### config.mk
export PLATFORM = sky130hd
export DESIGN_NAME = cron_schedule_matcher
export DESIGN_NICKNAME = d
export VERILOG_FILES = /design/src/sv/csm_pkg.sv /design/src/sv/csm_datapath.sv /design/src/sv/csm_control.sv /design/src/sv/cron_schedule_matcher.sv
export SDC_FILE = /design/constraint.sdc
export NUM_CORES = 1
export LEC_CHECK = 0
export BUFFER_PORTS_ARGS = -buffer_cell sky130_fd_sc_hd__buf_2
export CORE_AREA = 3 3 150 108
export CTS_CLUSTER_SIZE = 20
export DETAILED_ROUTE_END_ITERATION = 10
export DIE_AREA = 0 0 153 111
export HOLD_SLACK_MARGIN = 0.1
export PLACE_DENSITY = 0.76
export SYNTH_ARGS = -nofsm -noshare
export SYNTH_HDL_FRONTEND = slang
export SYNTH_SLANG_ARGS = --single-unit
### constraint.sdc
create_clock -name clk -period 5.55 [get_ports clk]
set_input_delay 1.11 -clock clk [delete_from_list [all_inputs] [get_ports clk]]
set_output_delay 1.11 -clock clk [all_outputs]
set_load 0.01 [all_outputs]
### src/sv/csm_pkg.sv
// Shared types and constants for the cron schedule matcher.
`default_nettype none
package csm_pkg;
  localparam int FieldCount = 5;

  // Register indexes; field order follows the same numbering
  localparam logic [2:0] RegMinute  = 3'd0;
  localparam logic [2:0] RegHour    = 3'd1;
  localparam logic [2:0] RegDay     = 3'd2;
  localparam logic [2:0] RegMonth   = 3'd3;
  localparam logic [2:0] RegWeekday = 3'd4;

  typedef struct packed {
    logic [7:0] ch;
    logic       last;
  } in_item_t;

  typedef struct packed {
    logic match;
    logic malformed;
  } out_item_t;

  // Controller-to-datapath commands
  typedef struct packed {
    logic take;      // parse the held character
    logic close;     // close the open field of a finished line, set the verdict
    logic walk_step; // advance walk by one position
    logic finish;    // clear the parse state after the verdict
  } dp_cmd_t;

  // Datapath-to-controller status
  typedef struct packed {
    logic need_walk; // the pending evaluation needs a range walk
    logic walk_done; // walk produced its answer
  } dp_sts_t;

  function automatic logic [5:0] span_lo(input logic [2:0] f);
    return (f == RegMonth) ? 6'd1 : 6'd0;
  endfunction

  function automatic logic [5:0] span_hi(input logic [2:0] f);
    logic [5:0] r;
    unique case (f)
      RegMinute:  r = 6'd59;
      RegHour:    r = 6'd23;
      RegDay:     r = 6'd31;
      RegMonth:   r = 6'd12;
      RegWeekday: r = 6'd6;
      default: r = 6'd0;
    endcase
    return r;
  endfunction
endpackage
`default_nettype wire

### src/sv/csm_datapath.sv
// Parse registers, current-time registers and the range walker.
`default_nettype none
module csm_datapath #(
  parameter int NUMBER_BITS = 8
) (
  input  wire logic                clk,
  input  wire logic                rst,
  input  wire logic                cfg_we,
  input  wire logic [2:0]          cfg_index,
  input  wire logic [5:0]          cfg_data,
  input  wire logic [7:0]          ch,
  input  wire csm_pkg::dp_cmd_t    cmd,
  output csm_pkg::dp_sts_t         sts,
  output logic                     match,
  output logic                     malformed
);
  import csm_pkg::*;

  localparam int NB = NUMBER_BITS;
  localparam logic [NB-1:0] MaxNum = {NB{1'b1}};

  typedef enum logic [1:0] {PH_PLAIN, PH_DASH, PH_NUM_STEP, PH_RANGE_STEP} phase_t;
  typedef enum logic [1:0] {PS_EMPTY, PS_STAR, PS_DIGITS, PS_CLOSED} pstar_t;

  logic [5:0] now_minute;
  logic [4:0] now_hour, now_day;
  logic [3:0] now_month;
  logic [2:0] now_weekday;

  logic [2:0]    field_index;
  logic          line_ok, field_hit, error_seen, in_field;
  logic [NB-1:0] number_accum, range_start, range_end;
  phase_t        item_phase;
  pstar_t        part_star;

  // walker
  logic [NB-1:0] w_end, w_step, w_pos, w_cnt;
  logic          pend_field_end;   // evaluation came from a field end
  logic          pend_last;        // set the verdict when the walk ends

  logic [5:0] cur;
  always_comb begin
    unique case (field_index)
      RegMinute:  cur = now_minute;
      RegHour:    cur = {1'b0, now_hour};
      RegDay:     cur = {1'b0, now_day};
      RegMonth:   cur = {2'b0, now_month};
      RegWeekday: cur = {3'b0, now_weekday};
      default: cur = 6'd0;
    endcase
  end

  wire [NB-1:0] lo = NB'(span_lo(field_index));
  wire [NB-1:0] hi = NB'(span_hi(field_index));

  // A line close acts as a final space
  wire       step_in = cmd.take || cmd.close;
  wire       last_e  = cmd.close;
  wire [7:0] ch_e    = cmd.close ? 8'h20 : ch;

  // Decode the held character
  wire is_space = ch_e == 8'h20;
  wire is_comma = ch_e == 8'h2C;
  wire is_dash  = ch_e == 8'h2D;
  wire is_slash = ch_e == 8'h2F;
  wire is_star  = ch_e == 8'h2A;
  wire is_digit = ch_e >= 8'h30 && ch_e <= 8'h39;
  wire active   = field_index < 3'(FieldCount);

  // Evaluation that the current character triggers
  wire ends_field = in_field && is_space;
  wire item_nonempty = !(item_phase == PH_PLAIN && part_star == PS_EMPTY);
  wire eval_now = active && line_ok && !field_hit &&
                  ((!is_space && is_comma) || (ends_field && item_nonempty));
  wire eval_range = item_phase == PH_DASH || item_phase == PH_RANGE_STEP;

  // Range operands for the pending evaluation
  wire [NB-1:0] r_start = range_start;
  wire [NB-1:0] r_end  = (item_phase == PH_DASH) ? number_accum : range_end;
  wire [NB-1:0] r_step = (item_phase == PH_DASH) ? NB'(1) : number_accum;
  wire r_bad = r_step == '0 || r_end > hi || r_end < lo;

  logic simple_hit;
  always_comb begin
    unique case (item_phase)
      PH_PLAIN:    simple_hit = part_star == PS_STAR || number_accum == NB'(cur);
      PH_NUM_STEP: simple_hit = range_start == NB'(cur);
      default:     simple_hit = 1'b0;
    endcase
  end

  // Walk: count mod step tracked by w_cnt counting down to 1
  wire w_hit = w_cnt == NB'(1) && w_pos == NB'(cur);
  wire w_fin = w_hit || w_pos == w_end;

  assign sts.need_walk = step_in && eval_now && eval_range && !r_bad;
  assign sts.walk_done = w_fin;

  logic [NB-1:0] digit_sum;
  logic [NB+3:0] acc_wide;
  always_comb begin
    acc_wide = (NB+4)'(number_accum) * (NB+4)'(10) + (NB+4)'(ch_e - 8'h30);
    digit_sum = (acc_wide > (NB+4)'(MaxNum)) ? MaxNum : acc_wide[NB-1:0];
  end

  always_ff @(posedge clk) begin
    if (rst) begin
      now_minute <= '0; now_hour <= '0; now_day <= 5'd1;
      now_month <= 4'd1; now_weekday <= '0;
      field_index <= '0; line_ok <= 1'b1; field_hit <= 1'b0;
      error_seen <= 1'b0; in_field <= 1'b0;
      number_accum <= '0; range_start <= '0; range_end <= '0;
      item_phase <= PH_PLAIN; part_star <= PS_EMPTY;
      w_pos <= '0; w_cnt <= '0; w_end <= '0; w_step <= '0;
      pend_field_end <= 1'b0; pend_last <= 1'b0;
      match <= 1'b0; malformed <= 1'b0;
    end else begin
      if (cfg_we) begin
        unique case (cfg_index)
          RegMinute:  now_minute <= cfg_data;
          RegHour:    now_hour <= cfg_data[4:0];
          RegDay:     now_day <= cfg_data[4:0];
          RegMonth:   now_month <= cfg_data[3:0];
          RegWeekday: now_weekday <= cfg_data[2:0];
          default: ;
        endcase
      end
      if (step_in) begin
        if (sts.need_walk) begin
          // hold parse state; walker finishes the evaluation
          w_end <= r_end; w_step <= r_step;
          w_pos <= (r_start > hi) ? lo : r_start;
          w_cnt <= r_step;
          pend_field_end <= ends_field;
          pend_last <= last_e;
        end else begin
          if (eval_now) begin
            if (eval_range) error_seen <= 1'b1;
            else if (simple_hit) field_hit <= 1'b1;
          end
          if (ends_field) begin
            if (active) begin
              if (line_ok && !field_hit && !(eval_now && !eval_range && simple_hit))
                line_ok <= 1'b0;
              field_index <= field_index + 3'd1;
            end
            field_hit <= 1'b0;
            number_accum <= '0; range_start <= '0; range_end <= '0;
            item_phase <= PH_PLAIN; part_star <= PS_EMPTY;
            in_field <= 1'b0;
          end
          if (!is_space) begin
            in_field <= 1'b1;
            if (active) begin
              priority if (is_comma) begin
                number_accum <= '0; range_start <= '0; range_end <= '0;
                item_phase <= PH_PLAIN; part_star <= PS_EMPTY;
              end else if (is_dash && item_phase == PH_PLAIN) begin
                range_start <= number_accum; item_phase <= PH_DASH;
                number_accum <= '0; part_star <= PS_EMPTY;
              end else if (is_slash && item_phase == PH_PLAIN) begin
                if (part_star == PS_STAR) begin
                  range_start <= lo; range_end <= hi; item_phase <= PH_RANGE_STEP;
                end else begin
                  range_start <= number_accum; item_phase <= PH_NUM_STEP;
                end
                number_accum <= '0; part_star <= PS_EMPTY;
              end else if (is_slash && item_phase == PH_DASH) begin
                range_end <= number_accum; item_phase <= PH_RANGE_STEP;
                number_accum <= '0; part_star <= PS_EMPTY;
              end else if (is_digit) begin
                if (part_star == PS_EMPTY || part_star == PS_DIGITS) begin
                  number_accum <= digit_sum; part_star <= PS_DIGITS;
                end else part_star <= PS_CLOSED;
              end else if (is_star && part_star == PS_EMPTY) begin
                part_star <= PS_STAR;
              end else part_star <= PS_CLOSED;
            end
          end
          if (last_e) begin
            match <= line_ok && !(ends_field && active && !field_hit &&
                     !(eval_now && !eval_range && simple_hit));
            malformed <= error_seen || (eval_now && eval_range);
          end
        end
      end
      if (cmd.walk_step) begin
        if (w_fin) begin
          if (w_hit) field_hit <= 1'b1;
          number_accum <= '0; range_start <= '0; range_end <= '0;
          item_phase <= PH_PLAIN; part_star <= PS_EMPTY;
          if (pend_field_end) begin
            if (active) begin
              if (line_ok && !w_hit) line_ok <= 1'b0;
              field_index <= field_index + 3'd1;
            end
            field_hit <= 1'b0;
            in_field <= 1'b0;
          end
          if (pend_last) begin
            match <= line_ok && !(pend_field_end && !w_hit);
            malformed <= error_seen;
          end
        end else begin
          w_pos <= (w_pos + NB'(1) > hi) ? lo : w_pos + NB'(1);
          w_cnt <= (w_cnt == NB'(1)) ? w_step : w_cnt - NB'(1);
        end
      end
      if (cmd.finish) begin
        field_index <= '0; line_ok <= 1'b1; field_hit <= 1'b0;
        error_seen <= 1'b0; in_field <= 1'b0;
        number_accum <= '0; range_start <= '0; range_end <= '0;
        item_phase <= PH_PLAIN; part_star <= PS_EMPTY;
      end
    end
  end
endmodule
`default_nettype wire

### src/sv/csm_control.sv
// Sequencer: accepts characters, runs range walks, presents the verdict.
`default_nettype none
module csm_control (
  input  wire logic               clk,
  input  wire logic               rst,
  input  wire logic               in_valid,
  output logic                    in_stall,
  input  wire logic               in_last,
  output logic                    out_valid,
  input  wire logic               out_stall,
  input  wire csm_pkg::dp_sts_t   sts,
  output csm_pkg::dp_cmd_t        cmd
);
  import csm_pkg::*;

  typedef enum logic [1:0] {S_IDLE, S_WALK, S_CLOSE, S_CLEAR} state_t;
  state_t state;
  logic   held_last;
  logic   closing;   // the running walk belongs to the line close

  wire out_free = !out_valid || !out_stall;
  wire accept = state == S_IDLE && in_valid;

  assign in_stall = state != S_IDLE;

  always_comb begin
    cmd = '0;
    cmd.take = accept;
    // hold the close until the previous verdict is gone
    cmd.close = state == S_CLOSE && out_free;
    cmd.walk_step = state == S_WALK;
    cmd.finish = state == S_CLEAR;
  end

  always_ff @(posedge clk) begin
    if (rst) begin
      state <= S_IDLE; out_valid <= 1'b0; held_last <= 1'b0; closing <= 1'b0;
    end else begin
      if (out_valid && !out_stall) out_valid <= 1'b0;
      unique case (state)
        S_IDLE: if (accept) begin
          held_last <= in_last;
          closing <= 1'b0;
          if (sts.need_walk) state <= S_WALK;
          else if (in_last) state <= S_CLOSE;
        end
        S_WALK: if (sts.walk_done) begin
          if (closing) begin
            out_valid <= 1'b1; state <= S_CLEAR;
          end else if (held_last) state <= S_CLOSE;
          else state <= S_IDLE;
        end
        S_CLOSE: if (out_free) begin
          if (sts.need_walk) begin
            closing <= 1'b1; state <= S_WALK;
          end else begin
            out_valid <= 1'b1; state <= S_CLEAR;
          end
        end
        S_CLEAR: state <= S_IDLE;
        default: state <= S_IDLE;
      endcase
    end
  end
endmodule
`default_nettype wire

### src/sv/cron_schedule_matcher.sv
// Cron schedule matcher top level.
// Takes one schedule character per transaction; a character that needs no
// range walk and is not flagged last leaves the input ready, so the next
// can follow at once. A comma or space that closes a range item needing
// evaluation (start-end, start-end/step or star/step) stalls the input
// while the datapath walks the range one position per cycle, ending early
// on a hit. After the character flagged last, the close step closes the
// open field (plus a walk if it ends in a range), the verdict is raised,
// and the clear step then clears the parse state. The verdict holds
// until taken; a waiting verdict only delays the close of the next line.
`default_nettype none
module cron_schedule_matcher #(
  parameter int NUMBER_BITS = 8
) (
  input  wire logic                clk,
  input  wire logic                rst,
  input  wire logic                in_valid,
  output logic                     in_stall,
  input  wire csm_pkg::in_item_t   in_data,
  output logic                     out_valid,
  input  wire logic                out_stall,
  output csm_pkg::out_item_t       out_data,
  input  wire logic                cfg_we,
  input  wire logic [2:0]          cfg_index,
  input  wire logic [5:0]          cfg_data
);
  import csm_pkg::*;

  dp_cmd_t cmd;
  dp_sts_t sts;
  logic match, malformed;

  csm_control u_ctl (
    .clk, .rst, .in_valid, .in_stall, .in_last(in_data.last),
    .out_valid, .out_stall, .sts, .cmd
  );

  csm_datapath #(.NUMBER_BITS(NUMBER_BITS)) u_dp (
    .clk, .rst, .cfg_we, .cfg_index, .cfg_data,
    .ch(in_data.ch), .cmd, .sts, .match, .malformed
  );

  assign out_data.match = match;
  assign out_data.malformed = malformed;
endmodule
`default_nettype wire
==> metrics.txt <==
crit path launch=u_dp.number_accum[2]; Cell Pwr Density=339 mW/mm^2; Detail Route Antenna Nets=0; RSZ-0062 raised after global routing=false; Synth async-reset ratio=0%; Crit Path Class=reg2reg; DP Wirelength=15.1 mm; PortBufs=26; Max Used Layer=met4; GRT Total Usage=23.8%; HP Start=u_dp.error_seen; largest net degree at the start of global routing=64; I/O pin count=27; #FFs+latches synth=99; Avg Synthesized Cell Area=7.89 sq um; Layout Cells excl Fill=1133; Req. time, crit path=5740 ps; Initial Utilization=50.1%; Iter 0 DRT Violations=860; P_leak=0.00331 uW; drt pass-1 iters=6; Adder-Cell Fraction of Synth Area=9.84%; CP Launch Type=flip-flop; Yosys top cell area share=26.8%; Critical R2R Launch=u_dp.number_accum[2]; Netlist Area Pre-Place=0.00740 sq mm; via count=7016; H-Tree Depth=3; row cnt=37; # setup viols final=0; register area=0.00198 sq mm; drt via density=6.19; mux cell area share after synthesis=5.12%; first-pass GRT wire length=33.7 mm; Inserted Diodes=0; Core Footprint=0.0148 sq mm; most frequent cell after synthesis=nand2_1; Worst Path Arrival=4740 ps; Crit. End Element=flip-flop; Clock Sinks=99; DRC Markers=0; synthesized netlist cell count=938; Rel. slew slack=43.2%; Filler Cell Count=1362; Root Buffer=clkbuf_16; final worst slack=1010 ps; Compound-Gate Fraction of Synth Area=23.6%; GPL Wtd Cong=0.964; Post-synth EDFFs=0; Die W=153 microns; Post-synth top flop=dfxtp_1; metal3 WL=2.16 mm; max cap viols=0; CTS tree=done; main combinational cell family by area after synthesis=simple AND/OR/NAND/NOR gates; Final Hold Viols=0; initial antenna violation count=0; Worst Max-Slew Pin Slew=850 ps; Final nets=1013; Crit Path Max Fanout=11; Mapped Nets=1018; drt wl/cell=18.2 microns; Max VDD drop=0.292 mV; vias in the first global route=6377; WL final=20.6 mm; Post-Synth Simple-Gate Area=25.1%; Die Footprint=0.0170 sq mm; Worst Reg-to-Reg Cells=16; fin. max-slew vios=0; grt total ovfl=0; die height=111 microns; Tcrit/Tclk final=81.9%; sequential element share of the synthesized area=26.8%; top post-synthesis cells by area=dfxtp_1 27%, ha_1 9.3%, nand2_1 6.4%; CP endpoint=u_dp.number_accum[6]; Setup Buffers After CTS=0; metal2 WL=8.27 mm; clk_lat worst skew=350 ps; R2R Path End=u_dp.number_accum[6]; Placed Cells=1117; clk slew on worst S/H paths=70 ps; TNS Setup=0 ps; CTS buffer count=9; final hold slack=454 ps; Ys Warns=0; FF-to-FF setup slack=1010 ps; post_cts resized=0; # hold bufs at CTS=0; share of cells above drive strength 1=10.3%; Final Core Density=53.9%; Layout Skew=11.1 ps; Final min period=4540 ps; Placement Setup Slack=875 ps; Met1 Wirelength=9.96 mm; Area growth syn-to-layout=7.56%; Yosys top cell by area=dfxtp_1; worst hold-check path type=reg2reg; Netlist cell types=94; Synth Area in XOR/XNOR=3.91%; CTS Buffer Depth=2; Post-synth top cells=127 x nand2_1, 100 x nor2_1, 99 x dfxtp_1; Multi-input gate area=0.00502 sq mm; fmax=220 MHz; outcome=finished clean
==> critical path, stage by stage (launching register included) <==
cell and delay (ps):
dfxtp_1 640, ha_1 360, fa_1 460, a21o_1 170, a21oi_1 220, o21bai_1 100, a21oi_1 170, xnor2_1 90
ha_1 390, nand2_1 70, or3_1 390, a31oi_1 140, a2bb2oi_1 210, xnor2_1 130, nor4b_4 560, a22o_1 240
a21oi_1 60
==> final cells by class <==
class	count	share of cell area, %
inverter	37	1.75
clock buffer	11	3.05
timing repair buffer	39	2.86
multi-input combinational	747	63.0
sequential	99	24.9
clock inverter	5	1.35
tap	195	3.07
==> flip-flops by register name, indices dropped and copies added, names as in the netlist, 2 cells and up <==
signal,count
u_dp.w_end,8
u_dp.now_month,4
u_dp.item_phase,2
u_dp.field_index,3
u_dp.w_cnt,8
u_dp.w_pos,8
u_dp.now_weekday,3
u_dp.now_minute,6
u_dp.now_day,5
u_dp.w_step,8
u_dp.part_star,2
u_dp.number_accum,8
u_dp.now_hour,5
u_dp.range_end,8
u_dp.r_start,8
u_ctl.state,2
==> routing by layer <==
metal / track usage, % / vias to the layer above
li1: - / 3394
met1: 36.3 / 3241
met2: 33.0 / 357
met3: 6.71 / 24
met4: 4.69 / 0
met5: 0 / -
==> how the worst min path moves through the flow <==
stage / depth (start not counted) / slack (ps) / to
3_5_place_dp: 2 / 440 / u_dp.error_seen
4_1_cts: 2 / 450 / u_dp.error_seen
6_report: 2 / 450 / u_dp.error_seen
2_1_floorplan: 2 / 420 / u_dp.error_seen
5_1_grt: 2 / 480 / u_dp.pend_last
3_3_place_gp: 2 / 440 / u_dp.error_seen
==> logic make-up (layout without fill, tap and decap cells) <==
group	after synthesis	after routing
AOI/OAI and AO/OA	246	246
xor gates and xnor gates	33	33
adders and majority gates	57	57
buffers and inverters	92	92
DFF	99	99
muxes	36	36
and+or+nand+nor	375	375
==> placed cells by master (no fill, tap or decap), types with 6 or more instances in the layout <==
master	n
nand2_1	127
nor2_1	100
dfxtp_1	99
a21oi_1	79
ha_1	55
inv_1	36
o21ai_0	34
mux2i_1	30
buf_2	26
nor3_1	22
nand3_1	19
xnor2_1	17
xor2_1	16
buf_4	13
a211oi_1	12
or3_1	11
nand2b_1	10
a21o_1	10
nand3b_1	10
o22ai_1	10
a22oi_1	10
nor4_1	9
clkbuf_16	9
and3_1	8
nor2b_1	8
nand4_1	8
o2111ai_1	7
a311oi_2	7
o21a_1	6
o21bai_1	6
or4_1	6
o211ai_1	6
==> power by group <==
group / leakage [uW] / switching, uW / internal, uW
sequential: 0.000800 / 63.1 / 756
combinational: 0.00234 / 713 / 431
clock: 0.000170 / 283 / 456
==> through the flow <==
stage / power, uW / cell area [sq um]
final: 2700 / 7960
after global routing: 2850 / 7960
after CTS: 2680 / 7960
after detailed placement: 1940 / 7610
after global placement: 1920 / 7610
after floorplan: 1650 / 7400
Note: power is estimated with default switching activity, not from simulation.
